--- src/rtl/mepg_pkg.sv ---
// Shared types and codes for the midpoint ellipse point generator.
`timescale 1ns / 1ps
`default_nettype none
package mepg_pkg;

	typedef enum logic [3:0] {
		ST_IDLE,
		ST_SQ_RX,
		ST_SQ_RY,
		ST_A_RY,
		ST_INIT,
		ST_RC_TX,
		ST_RC_TY,
		ST_RC_BT,
		ST_RC_AT,
		ST_RC_AB,
		ST_RC_FIN,
		ST_EMIT
	} state_t;

	typedef enum logic [3:0] {
		MUL_NONE,
		MUL_RX_RX,
		MUL_RY_RY,
		MUL_A_RY,
		MUL_TX_TX,
		MUL_TY_TY,
		MUL_B_T1,
		MUL_A_T2,
		MUL_A_B
	} mul_sel_t;

	typedef enum logic [3:0] {
		OP_NONE,
		OP_LATCH,
		OP_STORE_A,
		OP_STORE_B,
		OP_INIT,
		OP_STORE_T1,
		OP_STORE_T2,
		OP_ACC_LOAD,
		OP_ACC_ADD,
		OP_RC_FIN,
		OP_EMIT
	} dp_op_t;

	typedef enum logic [1:0] {
		RGN_IDLE   = 2'd0,
		RGN_FIRST  = 2'd1,
		RGN_SECOND = 2'd2,
		RGN_DONE   = 2'd3
	} region_t;

	typedef struct packed {
		mul_sel_t mul_sel;
		dp_op_t   op;
	} cmd_t;

	typedef struct packed {
		logic region_change;
		logic out_free;
	} status_t;

	localparam int unsigned CFG_UPPER_HALF = 0;
	localparam int unsigned CFG_SKIP       = 1;

endpackage
`default_nettype wire

--- src/rtl/mepg_if.sv ---
// Item and result stream interfaces of the ellipse point generator.
`timescale 1ns / 1ps
`default_nettype none
interface mepg_item_if #(
	parameter int RADIUS_BITS = 10,
	parameter int COORD_BITS  = 12
);
	logic                         valid;
	logic                         ready;
	logic                         command;
	logic        [RADIUS_BITS-1:0] radius_x;
	logic        [RADIUS_BITS-1:0] radius_y;
	logic signed [COORD_BITS-1:0]  centre_x;
	logic signed [COORD_BITS-1:0]  centre_y;

	modport source (output valid, command, radius_x, radius_y, centre_x, centre_y,
		input ready);
	modport sink (input valid, command, radius_x, radius_y, centre_x, centre_y,
		output ready);
endinterface

interface mepg_result_if #(
	parameter int COORD_BITS = 12
);
	logic                       valid;
	logic                       ready;
	logic signed [COORD_BITS:0] right_x;
	logic signed [COORD_BITS:0] left_x;
	logic signed [COORD_BITS:0] upper_y;
	logic signed [COORD_BITS:0] lower_y;
	logic                       lower_valid;
	logic                       visible;
	logic                       done_res;

	modport source (output valid, right_x, left_x, upper_y, lower_y, lower_valid,
		visible, done_res, input ready);
	modport sink (input valid, right_x, left_x, upper_y, lower_y, lower_valid,
		visible, done_res, output ready);
endinterface
`default_nettype wire

--- src/rtl/mepg_ctrl.sv ---
// Sequencer for start setup, region change and point emission.
`timescale 1ns / 1ps
`default_nettype none
module mepg_ctrl
	import mepg_pkg::*;
(
	input  wire     clk,
	input  wire     arst_n,
	input  wire     in_valid,
	input  wire     in_command,
	output logic    in_ready,
	input  status_t status,
	output cmd_t    cmd
);

	state_t state_q, state_d;

	always_ff @(posedge clk or negedge arst_n) begin
		if (!arst_n) begin
			state_q <= ST_IDLE;
		end else begin
			state_q <= state_d;
		end
	end

	always_comb begin
		state_d     = state_q;
		cmd.mul_sel = MUL_NONE;
		cmd.op      = OP_NONE;
		in_ready    = 1'b0;
		unique case (state_q)
			ST_IDLE: begin
				in_ready = 1'b1;
				if (in_valid) begin
					if (!in_command) begin
						cmd.op  = OP_LATCH;
						state_d = ST_SQ_RX;
					end else if (status.region_change) begin
						state_d = ST_RC_TX;
					end else begin
						state_d = ST_EMIT;
					end
				end
			end
			ST_SQ_RX: begin
				cmd.mul_sel = MUL_RX_RX;
				state_d     = ST_SQ_RY;
			end
			ST_SQ_RY: begin
				cmd.op      = OP_STORE_A;
				cmd.mul_sel = MUL_RY_RY;
				state_d     = ST_A_RY;
			end
			ST_A_RY: begin
				cmd.op      = OP_STORE_B;
				cmd.mul_sel = MUL_A_RY;
				state_d     = ST_INIT;
			end
			ST_INIT: begin
				cmd.op  = OP_INIT;
				state_d = ST_IDLE;
			end
			ST_RC_TX: begin
				cmd.mul_sel = MUL_TX_TX;
				state_d     = ST_RC_TY;
			end
			ST_RC_TY: begin
				cmd.op      = OP_STORE_T1;
				cmd.mul_sel = MUL_TY_TY;
				state_d     = ST_RC_BT;
			end
			ST_RC_BT: begin
				cmd.op      = OP_STORE_T2;
				cmd.mul_sel = MUL_B_T1;
				state_d     = ST_RC_AT;
			end
			ST_RC_AT: begin
				cmd.op      = OP_ACC_LOAD;
				cmd.mul_sel = MUL_A_T2;
				state_d     = ST_RC_AB;
			end
			ST_RC_AB: begin
				cmd.op      = OP_ACC_ADD;
				cmd.mul_sel = MUL_A_B;
				state_d     = ST_RC_FIN;
			end
			ST_RC_FIN: begin
				cmd.op  = OP_RC_FIN;
				state_d = ST_EMIT;
			end
			ST_EMIT: begin
				if (status.out_free) begin
					cmd.op  = OP_EMIT;
					state_d = ST_IDLE;
				end
			end
			default: begin
				state_d = ST_IDLE;
			end
		endcase
	end

endmodule
`default_nettype wire

--- src/rtl/mepg_datapath.sv ---
// Ellipse state registers, shared multiplier, step update and result register.
`timescale 1ns / 1ps
`default_nettype none
module mepg_datapath
	import mepg_pkg::*;
#(
	parameter int RADIUS_BITS = 10,
	parameter int COORD_BITS  = 12
) (
	input  wire                          clk,
	input  wire                          arst_n,
	input  cmd_t                         cmd,
	output status_t                      status,
	input  wire                          upper_half_only,
	input  wire  [7:0]                   skip_leading,
	input  wire  [RADIUS_BITS-1:0]       radius_x,
	input  wire  [RADIUS_BITS-1:0]       radius_y,
	input  wire  signed [COORD_BITS-1:0] centre_x,
	input  wire  signed [COORD_BITS-1:0] centre_y,
	output logic                         out_valid,
	input  wire                          out_ready,
	output logic signed [COORD_BITS:0]   right_x,
	output logic signed [COORD_BITS:0]   left_x,
	output logic signed [COORD_BITS:0]   upper_y,
	output logic signed [COORD_BITS:0]   lower_y,
	output logic                         lower_valid,
	output logic                         visible,
	output logic                         done_res
);

	localparam int R  = RADIUS_BITS;
	localparam int AW = 2 * R;
	localparam int BW = 2 * R + 4;
	localparam int PW = AW + BW;
	localparam int SW = 3 * R + 6;
	localparam int DW = 4 * R + 8;
	localparam int XW = R + 1;
	localparam int YW = R + 2;
	localparam int EW = ((COORD_BITS > YW) ? COORD_BITS : YW) + 1;

	region_t                 region_q;
	logic        [XW-1:0]    x_q;
	logic signed [YW-1:0]    y_q;
	logic signed [SW-1:0]    sx_q, sy_q;
	logic signed [DW-1:0]    dec_q, acc_q;
	logic        [7:0]       count_q;
	logic        [R-1:0]     rx_q, ry_q;
	logic signed [COORD_BITS-1:0] cx_q, cy_q;
	logic        [AW-1:0]    a_q, b_q;
	logic        [BW-1:0]    t1_q, t2_q;
	logic        [PW-1:0]    p_q;
	logic                    out_valid_q;

	logic        [AW-1:0]    mul_a;
	logic        [BW-1:0]    mul_b;
	logic        [PW-1:0]    prod;
	logic        [YW-1:0]    tx;
	logic signed [YW-1:0]    ty;
	logic        [YW-1:0]    ty_abs;

	logic signed [SW-1:0]    sx_inc, sy_dec;
	logic signed [DW-1:0]    a_ext, b_ext, p_ext, sx_inc_ext, sy_dec_ext;
	logic                    dec_neg, live, vis;
	logic signed [EW-1:0]    cx_e, cy_e, x_e, y_e, rx_sum, lx_sum, uy_sum, ly_sum;

	assign tx     = {x_q, 1'b1};
	assign ty     = y_q - YW'(1);
	assign ty_abs = ty[YW-1] ? YW'(-ty) : YW'(ty);

	always_comb begin
		mul_a = '0;
		mul_b = '0;
		unique case (cmd.mul_sel)
			MUL_RX_RX: begin
				mul_a = AW'(rx_q);
				mul_b = BW'(rx_q);
			end
			MUL_RY_RY: begin
				mul_a = AW'(ry_q);
				mul_b = BW'(ry_q);
			end
			MUL_A_RY: begin
				mul_a = a_q;
				mul_b = BW'(ry_q);
			end
			MUL_TX_TX: begin
				mul_a = AW'(tx);
				mul_b = BW'(tx);
			end
			MUL_TY_TY: begin
				mul_a = AW'(ty_abs);
				mul_b = BW'(ty_abs);
			end
			MUL_B_T1: begin
				mul_a = b_q;
				mul_b = t1_q;
			end
			MUL_A_T2: begin
				mul_a = a_q;
				mul_b = t2_q;
			end
			MUL_A_B: begin
				mul_a = a_q;
				mul_b = BW'(b_q);
			end
			default: begin
				mul_a = '0;
				mul_b = '0;
			end
		endcase
	end

	assign prod = PW'(mul_a) * PW'(mul_b);

	assign a_ext      = DW'(signed'({1'b0, a_q}));
	assign b_ext      = DW'(signed'({1'b0, b_q}));
	assign p_ext      = DW'(signed'({1'b0, p_q}));
	assign sx_inc     = sx_q + SW'(signed'({1'b0, b_q, 1'b0}));
	assign sy_dec     = sy_q - SW'(signed'({1'b0, a_q, 1'b0}));
	assign sx_inc_ext = DW'(sx_inc);
	assign sy_dec_ext = DW'(sy_dec);
	assign dec_neg    = dec_q[DW-1];

	assign live = (region_q == RGN_FIRST) || ((region_q == RGN_SECOND) && !y_q[YW-1]);
	assign vis  = count_q >= skip_leading;

	assign cx_e   = EW'(cx_q);
	assign cy_e   = EW'(cy_q);
	assign x_e    = EW'(signed'({1'b0, x_q}));
	assign y_e    = EW'(y_q);
	assign rx_sum = cx_e + x_e;
	assign lx_sum = cx_e - x_e;
	assign uy_sum = cy_e + y_e;
	assign ly_sum = cy_e - y_e;

	assign status.region_change = (region_q == RGN_FIRST) && !(sx_q < sy_q);
	assign status.out_free      = !out_valid_q || out_ready;

	always_ff @(posedge clk) begin
		p_q <= prod;
		unique case (cmd.op)
			OP_LATCH: begin
				rx_q <= radius_x;
				ry_q <= radius_y;
				cx_q <= centre_x;
				cy_q <= centre_y;
			end
			OP_STORE_A: a_q <= AW'(p_q);
			OP_STORE_B: b_q <= AW'(p_q);
			OP_INIT: begin
				x_q   <= '0;
				y_q   <= YW'(signed'({1'b0, ry_q}));
				sx_q  <= '0;
				sy_q  <= signed'(SW'({p_q, 1'b0}));
				dec_q <= (b_ext <<< 2) - (p_ext <<< 2) + a_ext;
			end
			OP_STORE_T1: t1_q <= BW'(p_q);
			OP_STORE_T2: t2_q <= BW'(p_q);
			OP_ACC_LOAD: acc_q <= p_ext;
			OP_ACC_ADD:  acc_q <= acc_q + (p_ext <<< 2);
			OP_RC_FIN:   dec_q <= acc_q - (p_ext <<< 2);
			OP_EMIT: begin
				if (live) begin
					right_x <= rx_sum[COORD_BITS:0];
					left_x  <= lx_sum[COORD_BITS:0];
					upper_y <= uy_sum[COORD_BITS:0];
					lower_y <= ly_sum[COORD_BITS:0];
					lower_valid <= vis && !upper_half_only;
					visible  <= vis;
					done_res <= 1'b0;
					if (region_q == RGN_FIRST) begin
						x_q  <= x_q + XW'(1);
						sx_q <= sx_inc;
						if (dec_neg) begin
							dec_q <= dec_q + ((sx_inc_ext + b_ext) <<< 2);
						end else begin
							y_q   <= y_q - YW'(1);
							sy_q  <= sy_dec;
							dec_q <= dec_q + ((sx_inc_ext - sy_dec_ext + b_ext) <<< 2);
						end
					end else begin
						y_q  <= y_q - YW'(1);
						sy_q <= sy_dec;
						if (!dec_neg && (dec_q != '0)) begin
							dec_q <= dec_q + ((a_ext - sy_dec_ext) <<< 2);
						end else begin
							x_q   <= x_q + XW'(1);
							sx_q  <= sx_inc;
							dec_q <= dec_q + ((sx_inc_ext - sy_dec_ext + b_ext) <<< 2);
						end
					end
				end else begin
					right_x     <= '0;
					left_x      <= '0;
					upper_y     <= '0;
					lower_y     <= '0;
					lower_valid <= 1'b0;
					visible     <= 1'b0;
					done_res    <= 1'b1;
				end
			end
			default: begin
			end
		endcase
	end

	always_ff @(posedge clk or negedge arst_n) begin
		if (!arst_n) begin
			region_q    <= RGN_IDLE;
			count_q     <= '0;
			out_valid_q <= 1'b0;
		end else begin
			if (cmd.op == OP_EMIT) begin
				out_valid_q <= 1'b1;
			end else if (out_ready) begin
				out_valid_q <= 1'b0;
			end
			priority if (cmd.op == OP_INIT) begin
				region_q <= RGN_FIRST;
				count_q  <= '0;
			end else if (cmd.op == OP_RC_FIN) begin
				region_q <= RGN_SECOND;
				count_q  <= '0;
			end else if (cmd.op == OP_EMIT) begin
				if (live) begin
					if (count_q != 8'hFF) begin
						count_q <= count_q + 8'd1;
					end
				end else if (region_q == RGN_SECOND) begin
					region_q <= RGN_DONE;
				end
			end else begin
			end
		end
	end

	assign out_valid = out_valid_q;

endmodule
`default_nettype wire

--- src/rtl/midpoint_ellipse_point_generator_unit.sv ---
// Top level of the midpoint ellipse point generator with its APB register port.
`timescale 1ns / 1ps
`default_nettype none
// A start transaction (command 0) latches the radii and centre and uses the
// shared multiplier to form rx^2, ry^2 and rx^2*ry; it yields no result. A
// step transaction (command 1) is accepted and then moves to the emit state,
// which loads the result register and advances the decision value. The step
// that crosses into the second region first passes through the region-change
// states, as the new decision value needs five dependent products
// on the same multiplier. The result register lets the next transaction be
// accepted while a result still waits; a step then holds in its emit cycle
// until that result is taken. Registers: 0x0 upper_half_only,
// 0x4 skip_leading; write them only while the block is idle.
module midpoint_ellipse_point_generator_unit
	import mepg_pkg::*;
#(
	parameter int RADIUS_BITS = 10,
	parameter int COORD_BITS  = 12
) (
	input  wire          clk,
	input  wire          arst_n,
	input  wire          psel,
	input  wire          penable,
	input  wire          pwrite,
	input  wire  [2:0]   paddr,
	input  wire  [31:0]  pwdata,
	output logic [31:0]  prdata,
	output logic         pready,
	mepg_item_if.sink    item,
	mepg_result_if.source result
);

	logic       upper_q;
	logic [7:0] skip_q;
	logic       cfg_write;
	cmd_t       cmd;
	status_t    status;

	assign pready    = 1'b1;
	assign cfg_write = psel && penable && pwrite && pready;

	always_ff @(posedge clk or negedge arst_n) begin
		if (!arst_n) begin
			upper_q <= 1'b0;
			skip_q  <= '0;
		end else if (cfg_write) begin
			if (32'(paddr[2]) == CFG_UPPER_HALF) begin
				upper_q <= pwdata[0];
			end else begin
				skip_q <= pwdata[7:0];
			end
		end
	end

	assign prdata = (32'(paddr[2]) == CFG_SKIP) ? {24'b0, skip_q} : {31'b0, upper_q};

	mepg_ctrl u_ctrl (
		.clk        (clk),
		.arst_n     (arst_n),
		.in_valid   (item.valid),
		.in_command (item.command),
		.in_ready   (item.ready),
		.status     (status),
		.cmd        (cmd)
	);

	mepg_datapath #(
		.RADIUS_BITS (RADIUS_BITS),
		.COORD_BITS  (COORD_BITS)
	) u_datapath (
		.clk             (clk),
		.arst_n          (arst_n),
		.cmd             (cmd),
		.status          (status),
		.upper_half_only (upper_q),
		.skip_leading    (skip_q),
		.radius_x        (item.radius_x),
		.radius_y        (item.radius_y),
		.centre_x        (item.centre_x),
		.centre_y        (item.centre_y),
		.out_valid       (result.valid),
		.out_ready       (result.ready),
		.right_x         (result.right_x),
		.left_x          (result.left_x),
		.upper_y         (result.upper_y),
		.lower_y         (result.lower_y),
		.lower_valid     (result.lower_valid),
		.visible         (result.visible),
		.done_res        (result.done_res)
	);

`ifndef SYNTH
	a_busy_after_accept: assert property (@(posedge clk) disable iff (!arst_n)
		(item.valid && item.ready) |=> !item.ready)
		else $error("item accepted in consecutive cycles");

	a_visible_not_done: assert property (@(posedge clk) disable iff (!arst_n)
		(result.valid && result.visible) |-> !result.done_res)
		else $error("visible result flagged done");

	a_lower_needs_visible: assert property (@(posedge clk) disable iff (!arst_n)
		(result.valid && result.lower_valid) |-> result.visible)
		else $error("lower points valid on a hidden result");
`endif

endmodule
`default_nettype wire

--- src/flat_wrapper.sv ---
// flat-port wrapper written by rule: the top's interface ports become plain ports
module midpoint_ellipse_point_generator_unit_flat import mepg_pkg::*;
#(
	parameter int RADIUS_BITS = 10,
	parameter int COORD_BITS  = 12
)
  (clk, arst_n, psel, penable, pwrite, paddr, pwdata, prdata, pready, item_valid, item_command, item_radius_x, item_radius_y, item_centre_x, item_centre_y, item_ready, result_valid, result_right_x, result_left_x, result_upper_y, result_lower_y, result_lower_valid, result_visible, result_done_res, result_ready);
  mepg_item_if #(.RADIUS_BITS(RADIUS_BITS), .COORD_BITS(COORD_BITS)) item_i ();
  mepg_result_if #(.COORD_BITS(COORD_BITS)) result_i ();
  input  wire clk;
  input  wire arst_n;
  input  wire psel;
  input  wire penable;
  input  wire pwrite;
  input  wire  [2:0] paddr;
  input  wire  [31:0] pwdata;
  output logic [31:0] prdata;
  output logic pready;
  input wire logic [$bits(item_i.valid)-1:0] item_valid;
  input wire logic [$bits(item_i.command)-1:0] item_command;
  input wire logic [$bits(item_i.radius_x)-1:0] item_radius_x;
  input wire logic [$bits(item_i.radius_y)-1:0] item_radius_y;
  input wire logic [$bits(item_i.centre_x)-1:0] item_centre_x;
  input wire logic [$bits(item_i.centre_y)-1:0] item_centre_y;
  output wire logic [$bits(item_i.ready)-1:0] item_ready;
  output wire logic [$bits(result_i.valid)-1:0] result_valid;
  output wire logic [$bits(result_i.right_x)-1:0] result_right_x;
  output wire logic [$bits(result_i.left_x)-1:0] result_left_x;
  output wire logic [$bits(result_i.upper_y)-1:0] result_upper_y;
  output wire logic [$bits(result_i.lower_y)-1:0] result_lower_y;
  output wire logic [$bits(result_i.lower_valid)-1:0] result_lower_valid;
  output wire logic [$bits(result_i.visible)-1:0] result_visible;
  output wire logic [$bits(result_i.done_res)-1:0] result_done_res;
  input wire logic [$bits(result_i.ready)-1:0] result_ready;
  assign item_i.valid = item_valid;
  assign item_i.command = item_command;
  assign item_i.radius_x = item_radius_x;
  assign item_i.radius_y = item_radius_y;
  assign item_i.centre_x = item_centre_x;
  assign item_i.centre_y = item_centre_y;
  assign item_ready = item_i.ready;
  assign result_valid = result_i.valid;
  assign result_right_x = result_i.right_x;
  assign result_left_x = result_i.left_x;
  assign result_upper_y = result_i.upper_y;
  assign result_lower_y = result_i.lower_y;
  assign result_lower_valid = result_i.lower_valid;
  assign result_visible = result_i.visible;
  assign result_done_res = result_i.done_res;
  assign result_i.ready = result_ready;
  midpoint_ellipse_point_generator_unit #(.RADIUS_BITS(RADIUS_BITS), .COORD_BITS(COORD_BITS)) u_core (.clk(clk), .arst_n(arst_n), .psel(psel), .penable(penable), .pwrite(pwrite), .paddr(paddr), .pwdata(pwdata), .prdata(prdata), .pready(pready), .item(item_i), .result(result_i));
endmodule
--- config.mk ---
export PLATFORM = sky130hd
export DESIGN_NAME = midpoint_ellipse_point_generator_unit_flat
export DESIGN_NICKNAME = d
export VERILOG_FILES = /design/src/rtl/mepg_pkg.sv /design/src/rtl/mepg_if.sv /design/src/rtl/mepg_ctrl.sv /design/src/rtl/mepg_datapath.sv /design/src/rtl/midpoint_ellipse_point_generator_unit.sv /design/src/flat_wrapper.sv
export SDC_FILE = /design/constraint.sdc
export NUM_CORES = 2
export LEC_CHECK = 0
export BUFFER_PORTS_ARGS = -buffer_cell sky130_fd_sc_hd__buf_2
export CAP_MARGIN = 20
export CELL_PAD_IN_SITES_DETAIL_PLACEMENT = 1
export CELL_PAD_IN_SITES_GLOBAL_PLACEMENT = 2
export CORE_ASPECT_RATIO = 0.5
export CORE_MARGIN = 5
export CORE_UTILIZATION = 27
export CTS_BUF_LIST = sky130_fd_sc_hd__clkbuf_16
export CTS_CLUSTER_DIAMETER = 80
export DETAILED_ROUTE_END_ITERATION = 6
export GPL_TIMING_DRIVEN = 1
export PLACE_DENSITY_LB_ADDON = 0.1
export SLEW_MARGIN = 30
export SYNTH_ARGS = -nofsm -noshare
export SYNTH_HDL_FRONTEND = slang
export SYNTH_SLANG_ARGS = --single-unit
export TNS_END_PERCENT = 1
--- constraint.sdc ---
create_clock -name clk -period 14.4 [get_ports clk]
set_input_delay 2.88 -clock clk [delete_from_list [all_inputs] [get_ports clk]]
set_output_delay 2.88 -clock clk [all_outputs]
set_load 0.02 [all_outputs]
# == Word-level counts from Yosys, hierarchy flattened ==
# Cells that the tools add are included.
# Widths: inputs -> output; s select.
# word_totals
out_inout_bits,90
regBits,446
word_cells,173
in_bits,87
# classes
eq_ne,38
add_sub_neg,21
mux,50
n_mul,1
bitwise_logic,1
order_cmp,2
n_reduce_logical,32
# ops
operator,count
$mux 36,6
$mux 48,4
$pmux 24 s7,1
$pmux 36 s2,2
$pmux 48 s3,1
$pmux 20 s6,1
$add 48x39->48,2
$pmux 48 s2,1
$add 47x21->48,1
$add 48x40->48,1
$add 48x47->48,1
$eq 4x3->1 const B,12
$mux 12,4
$mux 8,6
$reduce_bool 48->1,1
$sub 48x47->48,1
$sub 22x46->47,1
$mul 20x24->44,1
$pmux 4 s11,1
$pmux 4 s10,1
$add 37x21->38,1
$add 36x21->37,1
$sub 21x36->37,1
$sub 36x36->37,1
other kinds (38),92

# == Longest topological paths before layout ==
# depth
depth_word,8
mapped_depth,41
depth_no_buf,40

# == Cells and area by module ==
# A second synthesis with hierarchy kept.
# hier_totals
hier_cells,6733
area_unflattened_um2,57960.6
# by_module_without_submodules
module,seq_area_each_um2,area_per_inst_um2,n_inst,cells_each
mepg_datapath,12386.9,56893.3,1,6619
midpoint_ellipse_point_generator_unit,225.2,626.9,1,56
mepg_ctrl,100.1,440.4,1,58

# == Worst setup path after synthesis ==
# OpenSTA, ideal clock, no wires.
# synth_path
path_kind,register to register
start,register u_core.u_ctrl.state_q[2]
end,register u_core.u_datapath.p_q[42]
setup_time_ns,0.072
slack_ns,3.819
required_time_ns,14.328
synth_period_minus_slack_ns,10.581
path_buffers,4
t_arrival_ns,10.509
path_stages_with_launch,37
cell_sequence,dfrtp_1 -> clkbuf_1 -> nand2b_1 -> nor2_1 -> or2_2 -> clkbuf_1 -> buf_1 -> a222oi_1 -> nand2b_1 -> clkbuf_1 -> nand2_1 -> fa_1 -> inv_1 -> fa_1 -> inv_1 -> fa_1 -> inv_1 -> fa_1 -> inv_1 -> fa_1 -> inv_1 -> fa_1 -> inv_1 -> fa_1 -> inv_1 -> ha_1 -> a21o_1 -> a21o_1 -> a21o_1 -> a2111oi_0 -> o22ai_1 -> a31oi_1 -> o21ai_0 -> o21ai_0 -> o21bai_1 -> a221oi_1 -> xnor2_1
# synth_between
elab_chain_len,6
elab_cells_between_ends,22
classes_between,mul: 1; eq/ne: 16; mux: 3; reduce/logical: 2
# synth_rtl
item,line,source
"start, declared",mepg_ctrl.sv:16,"state_t state_q, state_d;"
"start signal, assigned",mepg_ctrl.sv:22,state_q <= state_d;
$eq 4x4->1 (tied with other cells),mepg_ctrl.sv:31,unique case (state_q)
$pmux 4 s8 *,mepg_ctrl.sv:31,
$eq 4x4->1 (tied with other cells),mepg_datapath.sv:73,unique case (cmd.mul_sel)
$reduce_or 3->1 (no source line) / $reduce_or 2->1 (equally long branches),--,
$pmux 20 s6 / $pmux 24 s7 (equally long branches),mepg_datapath.sv:73,
$mul 20x24->44 *,mepg_datapath.sv:113,assign prod = PW'(mul_a) * PW'(mul_b);
named net u_core.u_datapath.prod[42],mepg_datapath.sv:56,logic [PW-1:0] prod;
"end signal, assigned",mepg_datapath.sv:140,p_q <= prod;
"end, declared",mepg_datapath.sv:51,logic [PW-1:0] p_q;
# The timed path passes the listed nets; every way through them passes the cells marked *.
# A chain may end at the register's enable or synchronous reset.

# == Worst setup path in the final report ==
# layout_path
start,register u_core.u_datapath.y_q[1]
end,register u_core.u_datapath.p_q[41]
# layout_between
elab_chain_len,5
elab_cells_between_ends,6
classes_between,add/sub: 2; mul: 1; mux: 3
# layout_rtl
item,line,source
"start, declared",mepg_datapath.sv:43,logic signed [YW-1:0] y_q;
"start signal, assigned",mepg_datapath.sv:152,"y_q <= YW'(signed'({1'b0, ry_q}));"
"start signal, assigned",mepg_datapath.sv:177,y_q <= y_q - YW'(1);
"start signal, assigned",mepg_datapath.sv:182,y_q <= y_q - YW'(1);
$sub 12x2->12 *,mepg_datapath.sv:67,assign ty = y_q - YW'(1);
$neg 12->12,mepg_datapath.sv:68,assign ty_abs = ty[YW-1] ? YW'(-ty) : YW'(ty);
$mux 12 *,mepg_datapath.sv:68,
$pmux 24 s7 / $pmux 20 s6 (equally long branches),mepg_datapath.sv:73,
$mul 20x24->44 *,mepg_datapath.sv:113,
named net u_core.u_datapath.prod[41],mepg_datapath.sv:56,
# Marked as above.

==> flow_metrics.py <==
metrics = {
    "yosys": {
        "synth_top_area_share_pct": 19.2,
        "synth_area_per_cell_sq_um": 8.55,
        "synth_area_leaders": "edfxtp_1 19%, fa_1 15%, ha_1 14%",
        "synth_warnings": 0,
        "yosysUniqueCellTypes": 111,
        "ys_seq_area_share_pct": 21.8,
        "yosysTopAreaCell": "edfxtp_1",
        "synth_edf_count": 374,
        "ys_ff_latch": 442,
        "async_reset_ff_share_pct": 5.43,
        "synth_cells": 6828,
        "synthFlopType": "edfxtp_1",
        "syn_area_sq_um": 58400,
    },
    "global_route": {
        "grt_pass1_wl_mm": 357,
        "grt_usage_pct": 20.9,
        "grt_overflow": 0,
        "grt_pass1_vias": 52700,
        "grt_max_degree": 84,
        "antenna_found_initial": 16,
    },
    "cts": {
        "clk_pin_slew_ps": 60,
        "cts_max_path_buffers": 3,
        "cts_setup_buffers": 0,
        "cts_tree": "built",
        "clock_latency_ps": 680,
        "h-tree-depth": 2,
        "postCtsHoldBufs": 0,
        "cts_resized": 0,
        "cts_buffers": 55,
        "cts.sinks": 442,
        "cts_root_buf": "clkbuf_16",
    },
    "hold_path": {
        "whs_path_depth": 2,
        "hold_path.class": "register to register",
    },
    "worst_setup_path": {
        "end_kind": "register",
        "cp-start-kind": "register",
        "critPathKind": "register to register",
        "arrival_ps": 11850,
        "cp.required_ps": 15000,
        "crit_top_cell": "inv_1",
        "r2r_cells": 40,
        "crit_buf_inv": 10,
        "crit_path_max_fanout": 17,
        "slowest_delay_ps": 590,
        "slowest_stage": "o21ai_2",
        "critPathTopFamily": "adder cells",
        "cp_num_cells": 40,
    },
    "place": {
        "gp_congestion": 0.892,
        "numPortBuffers": 125,
        "dp_hpwl_mm": 205,
        "place_inst": 9682,
    },
    "timing": {
        "timing.fmax_mhz": 88.9,
        "tightest_slew_ps": 999,
        "hold_viol": 0,
        "finalSetupViolCount": 0,
        "rsz0062_at_grt": "no",
        "skew_ps": 33.3,
        "setup_tns_ps": 0,
        "period_share_pct": 78.1,
        "period_needed_ps": 11250,
        "slew_viol_final": 0,
        "maxSlewHeadroom_pct": 32.9,
    },
    "floorplan": {
        "top_level_ports": 177,
        "die_area_sq_um": 226000,
        "start_util_pct": 27.2,
        "dieWidth_microns": 668,
        "rows": 120,
        "core_sq_um": 215000,
        "die_h_microns": 339,
    },
    "route": {
        "ant_nets": 0,
        "drt_pass1_iterations": 7,
        "wire_per_inst_microns": 25.0,
        "viasPerCell": 5.20,
        "num_vias": 50900,
        "drtIter0Drc": 3614,
        "drt_wl_total_mm": 244,
        "drcViolationCount": 0,
    },
    "layout": {
        "layout_common_cells": "793 x inv_1, 683 x nand2_1, 637 x ha_1",
        "nFillCells": 25200,
        "layout_commonest_cell": "inv_1",
        "areaGrowthSynthToFinish_pct": 10.3,
        "layout-drive-gt1-share_pct": 6.55,
        "register_area_sq_um": 12700,
        "layout.cells.non_filler": 9788,
        "nets": 8023,
        "multiInputGateArea_sq_um": 41800,
    },
    "run_status": {
        "status": "finished clean",
    },
    "flow_run": {
        "drv_cap": 0,
    },
}
-- tightest hold or removal path, cell delays in order (launching register included) --
cell	delay, ps
dfrtp_1	360
a311oi_1	50
nor2_1	70
-- registers in the layout, indices dropped and copies added (netlist names), 13 cells and up --
signal and cells:
u_core.u_datapath.b_q 20, u_core.u_datapath.dec_q 48, u_core.u_datapath.sx_q 35, u_core.u_datapath.sy_q 35, u_core.u_datapath.acc_q 48, u_core.u_datapath.p_q 44, u_core.u_datapath.right_x 13, u_core.u_datapath.upper_y 13
u_core.u_datapath.t2_q 24, u_core.u_datapath.a_q 20, u_core.u_datapath.t1_q 24
-- area by class of cell --
| cell class | instances | share of cell area, % |
|---|---|---|
| timing repair buffer | 252 | 2.45 |
| tap | 2867 | 5.57 |
| clock inverter | 47 | 0.577 |
| inverter | 785 | 4.58 |
| multi-input combinational | 5336 | 64.9 |
| antenna | 3 | 0.0117 |
| clock buffer | 56 | 2.18 |
| sequential | 442 | 19.7 |
-- path summary, 6_finish.rpt --
path                                                                 from                                         to  slack, ps
worst max-delay path                   u_core.u_datapath.y_q[1]$_DFFE_PP_          u_core.u_datapath.p_q[41]$_DFF_P_       3150
worst min-delay path            u_core.u_datapath.region_q[0]$_DFFE_PN0P_  u_core.u_datapath.region_q[0]$_DFFE_PN0P_        520
worst min register to register  u_core.u_datapath.region_q[0]$_DFFE_PN0P_  u_core.u_datapath.region_q[0]$_DFFE_PN0P_        520
min in group asynchronous                                          arst_n       u_core.u_ctrl.state_q[2]$_DFFE_PN0P_       2280
worst max register to register         u_core.u_datapath.y_q[1]$_DFFE_PP_          u_core.u_datapath.p_q[41]$_DFF_P_       3150
max in group asynchronous                                          arst_n               u_core.skip_q[4]$_DFFE_PN0P_      11580
-- cells in the mapped netlist, types with 18 or more instances --
| library cell | number |
|---|---|
| nor2_1 | 593 |
| a22oi_1 | 40 |
| inv_1 | 784 |
| nor4_1 | 34 |
| o21ai_0 | 372 |
| xnor2_1 | 369 |
| o22ai_1 | 23 |
| dfrtp_1 | 24 |
| fa_1 | 427 |
| clkbuf_1 | 240 |
| or3_1 | 39 |
| o21bai_1 | 69 |
| o211ai_1 | 47 |
| o31ai_1 | 37 |
| a21oi_1 | 485 |
| a31oi_1 | 47 |
| a21o_1 | 175 |
| nor2b_1 | 73 |
| nand3_1 | 125 |
| and3_1 | 51 |
| nor3_1 | 123 |
| a211oi_1 | 40 |
| o21a_1 | 68 |
| nand4_1 | 69 |
| buf_4 | 28 |
| nand2b_1 | 78 |
| dfxtp_1 | 44 |
| and4_1 | 18 |
| edfxtp_1 | 374 |
| o221ai_1 | 26 |
| nand2_1 | 684 |
| or2_2 | 27 |
| ha_1 | 637 |
| and2_1 | 63 |
| a221oi_1 | 26 |
| xor2_1 | 145 |
-- metrics by stage --
stage / cell area [sq um] / setup WS (ps) / utilization [%] / hold slack [ps]
CTS: 64400 / 3080 / 30.0 / 530
global placement: 62500 / 2850 / 29.2 / 497
floorplan: 58500 / 3820 / - / 450
finish: 64400 / 3150 / 30.0 / 522
global route: 64400 / 2280 / 30.0 / 542
detailed placement: 62600 / 3120 / 29.2 / 517
-- cells by family after synthesis --
logic type	share of synthesized area [%]
DFF	21.8
xor gates and xnor gates	7.74
other	0.0129
and+or+nand+nor	16.3
muxes	0.315
AOI/OAI and AO/OA	18.5
buffers and inverters	7.09
adders and majority gates	28.3
-- metal layers --
layer,global-route usage [%],share of wire (%)
met2,29.5,40
met1,34.4,54
met3,1.84,4.8
met5,0,0
met4,2.60,1.2
Power is left out: the tool's default activity adds up to more than one toggle a clock period on the data nets, which glitch-free logic cannot reach.
